## src/sv/gbfp_pkg.sv

```systemverilog
package gbfp_pkg;

    localparam int unsigned DEFAULT_FRAME_LIMIT = 128;

    localparam logic [7:0] SYNC_FIRST  = 8'hB5;
    localparam logic [7:0] SYNC_SECOND = 8'h62;
    localparam logic [7:0] FIX_3D      = 8'h03;

    localparam int unsigned CAPTURE_DEPTH = 28;
    localparam int unsigned CAP_IDX_W     = $clog2(CAPTURE_DEPTH);
    localparam int unsigned HEADER_BYTES  = 6;

    localparam logic [15:0] CID_ACK    = 16'h0501;
    localparam logic [15:0] CID_NAK    = 16'h0500;
    localparam logic [15:0] CID_POSLLH = 16'h0102;
    localparam logic [15:0] CID_STATUS = 16'h0103;
    localparam logic [15:0] CID_VELNED = 16'h0112;

    localparam logic [1:0] ST_OK       = 2'd0;
    localparam logic [1:0] ST_UNKNOWN  = 2'd1;
    localparam logic [1:0] ST_CHECKSUM = 2'd2;
    localparam logic [1:0] ST_OVERFLOW = 2'd3;

    localparam logic [2:0] KIND_ACK      = 3'd0;
    localparam logic [2:0] KIND_NAK      = 3'd1;
    localparam logic [2:0] KIND_POSITION = 3'd2;
    localparam logic [2:0] KIND_STATUS   = 3'd3;
    localparam logic [2:0] KIND_VELOCITY = 3'd4;
    localparam logic [2:0] KIND_OTHER    = 3'd5;

    typedef logic [CAPTURE_DEPTH-1:0][7:0] capture_t;

endpackage

```

## src/sv/gnss_binary_frame_parser_unit.sv

```systemverilog
// A result appears on m_* in the cycle after the transfer of the byte that ends its frame.
// Throughput: one byte per cycle while s_ready is high; every byte is parsed in the cycle it
// is taken, the running Fletcher sum and the decode sit between the parser state and the result
// register. s_ready drops only while a result waits on m_* and m_ready is low.
// Reset (aresetn low, synchronous): hunt for the first sync byte, sums, length, class/id and
// stored fix type cleared, result register empty.
module gnss_binary_frame_parser_unit
    import gbfp_pkg::*;
#(
    parameter int unsigned FRAME_LIMIT = DEFAULT_FRAME_LIMIT
) (
    input  logic        aclk,
    input  logic        aresetn,
    input  logic        s_valid,
    output logic        s_ready,
    input  logic [7:0]  s_rx_byte,
    output logic        m_valid,
    input  logic        m_ready,
    output logic [1:0]  m_frame_status,
    output logic [2:0]  m_message_kind,
    output logic [15:0] m_class_and_id,
    output logic [31:0] m_word_a,
    output logic [31:0] m_word_b,
    output logic [31:0] m_word_c,
    output logic [31:0] m_status_bytes,
    output logic        m_fresh_velocity
);

    localparam int unsigned POS_W = $clog2(FRAME_LIMIT + 1);
    localparam int unsigned CMP_W = (POS_W > 16) ? POS_W : 16;

    localparam logic [3:0] PH_SYNC0 = 4'd0;
    localparam logic [3:0] PH_SYNC1 = 4'd1;
    localparam logic [3:0] PH_CLASS = 4'd2;
    localparam logic [3:0] PH_ID    = 4'd3;
    localparam logic [3:0] PH_LEN0  = 4'd4;
    localparam logic [3:0] PH_LEN1  = 4'd5;
    localparam logic [3:0] PH_LOAD  = 4'd6;
    localparam logic [3:0] PH_CKA   = 4'd7;
    localparam logic [3:0] PH_CKB   = 4'd8;

    logic [3:0]       phase_reg, phase_next;
    logic [POS_W-1:0] pos_reg, pos_next;
    logic [15:0]      len_reg, len_next;
    logic [7:0]       sum_a_reg, sum_a_next;
    logic [7:0]       sum_b_reg, sum_b_next;
    logic [7:0]       class_reg, class_next;
    logic [7:0]       id_reg, id_next;
    logic [7:0]       rx_sum_a_reg, rx_sum_a_next;
    capture_t         cap_reg, cap_next;
    logic [7:0]       fix_reg, fix_next;

    logic             m_valid_reg, m_valid_next;
    logic [1:0]       status_reg, status_next;
    logic [2:0]       kind_reg, kind_next;
    logic [15:0]      cid_reg, cid_next;
    logic [31:0]      word_a_reg, word_a_next;
    logic [31:0]      word_b_reg, word_b_next;
    logic [31:0]      word_c_reg, word_c_next;
    logic [31:0]      stat_reg, stat_next;
    logic             fresh_reg, fresh_next;

    logic             take;
    logic             res_fire;
    logic             bump;
    logic [POS_W-1:0] pos_inc;
    logic [POS_W-1:0] idx;
    logic [POS_W-1:0] idx_inc;
    logic [7:0]       sa_add;
    logic [7:0]       sb_add;
    logic [15:0]      len_full;
    logic [15:0]      cid_cur;

    function automatic logic [31:0] le32(input capture_t c, input int unsigned at);
        return {c[at+3], c[at+2], c[at+1], c[at]};
    endfunction

    assign s_ready  = !m_valid_reg || m_ready;
    assign take     = s_valid && s_ready;
    assign pos_inc  = pos_reg + 1'b1;
    assign idx      = pos_reg - POS_W'(HEADER_BYTES);
    assign idx_inc  = idx + 1'b1;
    assign sa_add   = sum_a_reg + s_rx_byte;
    assign sb_add   = sum_b_reg + sa_add;
    assign len_full = {s_rx_byte, len_reg[7:0]};
    assign cid_cur  = {class_reg, id_reg};

    always_comb begin
        phase_next    = phase_reg;
        pos_next      = pos_reg;
        len_next      = len_reg;
        sum_a_next    = sum_a_reg;
        sum_b_next    = sum_b_reg;
        class_next    = class_reg;
        id_next       = id_reg;
        rx_sum_a_next = rx_sum_a_reg;
        cap_next      = cap_reg;
        fix_next      = fix_reg;
        res_fire      = 1'b0;
        bump          = 1'b0;
        status_next   = ST_OK;
        kind_next     = KIND_OTHER;
        cid_next      = cid_cur;
        word_a_next   = '0;
        word_b_next   = '0;
        word_c_next   = '0;
        stat_next     = '0;
        fresh_next    = 1'b0;

        if (take) begin
            case (phase_reg)
                PH_SYNC1: begin
                    if (s_rx_byte == SYNC_SECOND) begin
                        pos_next   = POS_W'(2);
                        phase_next = PH_CLASS;
                    end else if (s_rx_byte == SYNC_FIRST) begin
                        cap_next   = '0;
                        sum_a_next = '0;
                        sum_b_next = '0;
                        len_next   = '0;
                        pos_next   = POS_W'(1);
                        phase_next = PH_SYNC1;
                    end else begin
                        phase_next = PH_SYNC0;
                        pos_next   = '0;
                    end
                end
                PH_CKB: begin
                    res_fire   = 1'b1;
                    phase_next = PH_SYNC0;
                    pos_next   = '0;
                    if (rx_sum_a_reg != sum_a_reg || s_rx_byte != sum_b_reg) begin
                        status_next = ST_CHECKSUM;
                    end else begin
                        case (cid_cur)
                            CID_ACK, CID_NAK: begin
                                kind_next   = (cid_cur == CID_ACK) ? KIND_ACK : KIND_NAK;
                                word_a_next = {16'd0, cap_reg[0], cap_reg[1]};
                            end
                            CID_POSLLH: begin
                                kind_next   = KIND_POSITION;
                                word_a_next = le32(cap_reg, 4);
                                word_b_next = le32(cap_reg, 8);
                                word_c_next = le32(cap_reg, 12);
                            end
                            CID_STATUS: begin
                                kind_next   = KIND_STATUS;
                                fix_next    = cap_reg[4];
                                stat_next   = le32(cap_reg, 4);
                                word_a_next = le32(cap_reg, 8);
                                word_b_next = le32(cap_reg, 12);
                            end
                            CID_VELNED: begin
                                kind_next   = KIND_VELOCITY;
                                word_a_next = le32(cap_reg, 16);
                                word_b_next = le32(cap_reg, 24);
                                fresh_next  = (fix_reg == FIX_3D);
                            end
                            default: begin
                                status_next = ST_UNKNOWN;
                            end
                        endcase
                    end
                end
                PH_CLASS: begin
                    class_next = s_rx_byte;
                    sum_a_next = sa_add;
                    sum_b_next = sb_add;
                    phase_next = PH_ID;
                    bump       = 1'b1;
                end
                PH_ID: begin
                    id_next    = s_rx_byte;
                    sum_a_next = sa_add;
                    sum_b_next = sb_add;
                    phase_next = PH_LEN0;
                    bump       = 1'b1;
                end
                PH_LEN0: begin
                    len_next   = {8'd0, s_rx_byte};
                    sum_a_next = sa_add;
                    sum_b_next = sb_add;
                    phase_next = PH_LEN1;
                    bump       = 1'b1;
                end
                PH_LEN1: begin
                    len_next   = len_full;
                    sum_a_next = sa_add;
                    sum_b_next = sb_add;
                    phase_next = (len_full == 16'd0) ? PH_CKA : PH_LOAD;
                    bump       = 1'b1;
                end
                PH_LOAD: begin
                    // bytes past the capture window are summed only
                    if (idx < POS_W'(CAPTURE_DEPTH)) begin
                        cap_next[idx[CAP_IDX_W-1:0]] = s_rx_byte;
                    end
                    sum_a_next = sa_add;
                    sum_b_next = sb_add;
                    if (CMP_W'(idx_inc) >= CMP_W'(len_reg)) begin
                        phase_next = PH_CKA;
                    end
                    bump = 1'b1;
                end
                PH_CKA: begin
                    rx_sum_a_next = s_rx_byte;
                    phase_next    = PH_CKB;
                    bump          = 1'b1;
                end
                default: begin
                    if (s_rx_byte == SYNC_FIRST) begin
                        cap_next   = '0;
                        sum_a_next = '0;
                        sum_b_next = '0;
                        len_next   = '0;
                        pos_next   = POS_W'(1);
                        phase_next = PH_SYNC1;
                    end else begin
                        phase_next = PH_SYNC0;
                        pos_next   = '0;
                    end
                end
            endcase

            if (bump) begin
                pos_next = pos_inc;
                // drop an overlong frame and report it
                if (pos_inc >= POS_W'(FRAME_LIMIT)) begin
                    res_fire    = 1'b1;
                    status_next = ST_OVERFLOW;
                    kind_next   = KIND_OTHER;
                    cid_next    = {class_next, id_next};
                    phase_next  = PH_SYNC0;
                    pos_next    = '0;
                end
            end
        end

        if (res_fire) begin
            m_valid_next = 1'b1;
        end else if (m_ready) begin
            m_valid_next = 1'b0;
        end else begin
            m_valid_next = m_valid_reg;
        end
    end

    always_ff @(posedge aclk) begin
        if (!aresetn) begin
            phase_reg    <= PH_SYNC0;
            pos_reg      <= '0;
            len_reg      <= '0;
            sum_a_reg    <= '0;
            sum_b_reg    <= '0;
            class_reg    <= '0;
            id_reg       <= '0;
            rx_sum_a_reg <= '0;
            fix_reg      <= '0;
            m_valid_reg  <= 1'b0;
        end else begin
            phase_reg    <= phase_next;
            pos_reg      <= pos_next;
            len_reg      <= len_next;
            sum_a_reg    <= sum_a_next;
            sum_b_reg    <= sum_b_next;
            class_reg    <= class_next;
            id_reg       <= id_next;
            rx_sum_a_reg <= rx_sum_a_next;
            fix_reg      <= fix_next;
            m_valid_reg  <= m_valid_next;
        end
    end

    always_ff @(posedge aclk) begin
        cap_reg <= cap_next;
        if (res_fire) begin
            status_reg <= status_next;
            kind_reg   <= kind_next;
            cid_reg    <= cid_next;
            word_a_reg <= word_a_next;
            word_b_reg <= word_b_next;
            word_c_reg <= word_c_next;
            stat_reg   <= stat_next;
            fresh_reg  <= fresh_next;
        end
    end

    assign m_valid          = m_valid_reg;
    assign m_frame_status   = status_reg;
    assign m_message_kind   = kind_reg;
    assign m_class_and_id   = cid_reg;
    assign m_word_a         = word_a_reg;
    assign m_word_b         = word_b_reg;
    assign m_word_c         = word_c_reg;
    assign m_status_bytes   = stat_reg;
    assign m_fresh_velocity = fresh_reg;

endmodule

```

## config.mk

```make
export PLATFORM = sky130hd
export DESIGN_NAME = gnss_binary_frame_parser_unit
export DESIGN_NICKNAME = d
export VERILOG_FILES = /design/src/sv/gbfp_pkg.sv /design/src/sv/gnss_binary_frame_parser_unit.sv
export SDC_FILE = /design/constraint.sdc
export NUM_CORES = 1
export LEC_CHECK = 0
export ABC_AREA = 1
export BUFFER_PORTS_ARGS = -buffer_cell sky130_fd_sc_hd__buf_2
export CAP_MARGIN = 20
export CORE_MARGIN = 10
export CORE_UTILIZATION = 50
export CTS_CLUSTER_SIZE = 28
export DETAILED_ROUTE_END_ITERATION = 12
export PLACE_DENSITY = 0.65
export SLEW_MARGIN = 20
export SYNTH_ARGS = -nofsm -noshare
export SYNTH_HDL_FRONTEND = slang
export SYNTH_SLANG_ARGS = --single-unit
```

## constraint.sdc

```tcl
create_clock -name aclk -period 6.8 [get_ports aclk]
set_clock_uncertainty 0.2 [all_clocks]
set_input_delay 0.34 -clock aclk [delete_from_list [all_inputs] [get_ports aclk]]
set_output_delay 0.34 -clock aclk [all_outputs]
set_load 0.02 [all_outputs]
```

==> metrics.md <==
| Metric | Value |
|---|---|
| Share of layout cells above drive strength 1 | `~13%` |
| Worst path max stage delay | `around 0.87 ns` |
| Fin nets | `2180` |
| Crit path DAT | `4.56 ns` |
| Syn-to-layout area delta | `12.6%` |
| Leak | `approximately 7.4 nW` |
| Status | `finished clean` |
| Top Family by Delay on Critical Path | `buffers and inverters` |
| Most frequent cells after synthesis | `edfxtp_1, a21oi_1, inv_1, nand2_1, o21ai_0` |
| Hold Crit Class | `in -> reg` |
| Via density | `about 5.7` |
| Vias in the first global route | `around 15000` |
| Clock buffer depth | `3` |
| Port bufs | `about 160` |
| Max-Slew Margin vs Limit | `between 30 and 40%` |
| Distinct cells, synth | `44` |
| Cell Area, Synth | `between 0.015 and 0.02 mm2` |
| Clk_lat worst skew | `~0.58 ns` |
| Core box area | `between 0.03 and 0.04 mm2` |
| ANT nets after route | `0` |
| Slowest-stage cell, CP | `buf_4` |
| Most frequent CP cell | `inv_2` |
| Ys flop type | `edfxtp_1` |
| Path depth of the worst reg2reg path | `9` |
| Initial antenna violation count | `2` |
| Gr usage total | `a little under a quarter` |
| Die Y | `around 220 um` |
| Synth Net Count | `roughly 2100` |
| DRT iter0 DRCs | `between 1500 and 2000` |
| Worst reg2reg endpoint | `cap_reg[76]` |
| ANT cells | `0` |
| Total grt overflow | `0` |
| Unrepaired setup endpoints after global routing | `no` |
| CTS tree | `done` |
| CTS sink count | `~400` |
| PD cells | `about 240 mW/mm2` |
| Flops & latches, synth | `about 400` |
| Post-DP HPWL | `roughly 35000 um` |
| Reg-to-Reg Start | `phase_reg[1]` |
| Worst path required time | `slightly below 7 ns` |
| CTS Buf Count | `between 40 and 50` |
| CP cell instances | `inv_2 > nor2_2 > nand2_2 > inv_2 > nor2_1 > nor3_1 > nand2_1 > inv_6 > buf_4` |
| Fmax | `approximately 220 MHz` |
| H-tree depth | `2` |
| # setup viols final | `0` |
| Die X | `~220 um` |
| Number of core rows | `slightly above 70` |
| Yosys top cell area share | `about 51%` |
| Synth area leaders | `edfxtp_1, dfxtp_1, a21oi_1, o21ai_0, inv_1` |
| CP startpoint kind | `flop` |
| Critical path peak fanout | `105` |
| Yosys warnings | `0` |
| Area leader, netlist | `edfxtp_1` |
| First-pass GRT wire length | `83800 um` |
| Max_cap viols | `0` |
| Synth async-reset ratio | `0%` |
| Post-CTS Setup Bufs | `0` |
| Via count | `15200` |
| Max reg flops | `about 180` |
| Max-slew violation count | `0` |
| Clk slew on worst S/H paths | `approximately 0.060 ns` |
| Critical path endpoint | `cap_reg[76]` |
| CP Capture Type | `flop` |
| Mean Syn Cell Area | `~9.4 um2` |
| Post-synth EDFFs | `around 330` |
| Register area share after synthesis | `58.7%` |
| Crit path launch | `phase_reg[1]` |
| Crit path depth | `9` |
| Setup TNS | `0 ns` |
| Die area | `about 0.047 mm2` |
| Largest net degree at the start of global routing | `120` |
| Routability cong. | `0.878` |
| Drc violations | `0` |
| Ports | `164` |
| Fin. Hold Viols | `0` |
| Final cycle utilization of the critical path | `67.2%` |
| Min Tclk post-route | `roughly 4.6 ns` |
| Max IR drop VDD | `0.169 mV` |
| Crit Path Category | `reg -> reg` |
| Post-route core utilization | `between 50% and 60%` |
| Final wirelength | `around 54000 um` |
| Most common cell in the netlist | `edfxtp_1` |
| Fin Hold WS | `between 0.1 and 0.15 ns` |
| Cell count after synthesis | `slightly above 2000` |
| Effective utilization at floorplan | `~51%` |
| R2R setup slack | `~2.2 ns` |
| Worst-Margin Slew | `slightly above 1 ns` |
| CTS root buf | `clkbuf_16` |
| Sum of buffers and inverters on the critical path | `4` |
| Drt wl/cell | `just over 20 um` |
| Drt pass-1 iters | `7` |
==> timing repair <==
item	in CTS	in global routing
endpoints found under the hold margin	14	0
hold buffers	2	0
gates resized for setup	0	0
==> report_power, final <==
part	total (W)	internal, W	switching (W)
logic	0.0000978	0.0000189	0.0000789
registers	0.00263	0.00263	0.00000137
clock network	0.00239	0.00139	0.00100
total	0.00512	0.00404	0.00108
==> routing by layer <==
layer | share of wire, % | vias to the layer above | wire length [um] | track usage (%)
met4 | 2.9 | 4 | 1570 | 7.39
met5 | 0.050 | - | 27 | 0
met2 | 49 | 647 | 26600 | 37.8
met1 | 41 | 7229 | 22100 | 28.7
met3 | 7.6 | 109 | 4140 | 4.39
li1 | - | 7239 | - | -
==> tightest hold or removal path: stages <==
cell,delay [ns]
buf_2,0.07
nand2_1,0.04
buf_4,0.26
nand2_1,0.10
a21oi_1,0.06
==> cells by family (layout without fill, tap and decap cells) <==
family                   Yosys count  count (layout)  synth area share [%]
AO/OA/AOI/OAI                    600             600                  16.4
XOR/XNOR                          32              32                  1.45
adder cells (fa/ha/maj)           30              30                  2.02
buffers and inverters            387             519                  8.07
flip-flops                       403             403                  58.7
AND/OR/NAND/NOR                  590             590                  13.3
==> layout by cell type, fill, tap and decap left out, types with 7 or more instances in the layout <==
cell | netlist | layout
a21oi_1 | 303 | 303
a22oi_1 | 21 | 21
buf_2 | 51 | 163
buf_4 | 2 | 7
clkbuf_1 | 63 | 10
clkbuf_16 | 0 | 47
clkinv_2 | 0 | 11
dfxtp_1 | 77 | 77
edfxtp_1 | 326 | 326
ha_1 | 28 | 28
inv_1 | 253 | 252
inv_2 | 10 | 9
nand2_1 | 246 | 245
nand3_1 | 82 | 82
nand4_1 | 29 | 29
nor2_1 | 185 | 184
nor3_1 | 12 | 12
o211ai_1 | 8 | 8
o21ai_0 | 202 | 202
o22ai_1 | 57 | 57
or2_2 | 7 | 7
xnor2_1 | 12 | 12
xor2_1 | 20 | 20
==> layout make-up <==
type,count,area [um2]
Clock inverter,20,166
Sequential cell,403,11300
Multi-Input combinational cell,1252,6410
Timing Repair Buffer,173,908
Tap cell,511,639
Inverter,264,1000
Clock buffer,62,1270
Fill cell,3290,16100
==> worst min-delay path by stage <==
| stage | startpoint | end | slack [ns] | cells after the start |
|---|---|---|---|---|
| 2_1_floorplan | fix_reg[7] | fix_reg[7] | 0.24 | 2 |
| 3_3_place_gp | fix_reg[6] | fix_reg[6] | 0.25 | 2 |
| 3_5_place_dp | fix_reg[7] | fix_reg[7] | 0.25 | 2 |
| 4_1_cts | s_valid | id_reg[1] | 0.13 | 5 |
| 5_1_grt | s_valid | pos_reg[6] | 0.17 | 5 |
| 6_report | s_valid | pos_reg[3] | 0.15 | 5 |
==> per-stage QoR <==
stage,total power (W),area (um2),setup WS [ns],instances
after floorplan,0.00275,19300,1.20,2042
after global placement,0.00277,20300,2.39,2601
after detailed placement,0.00278,20300,2.35,2601
after CTS,0.00514,21700,2.34,2685
after global routing,0.00524,21700,2.00,2685
final,0.00512,21700,2.23,2685
Note: power is estimated with default switching activity, not from simulation.
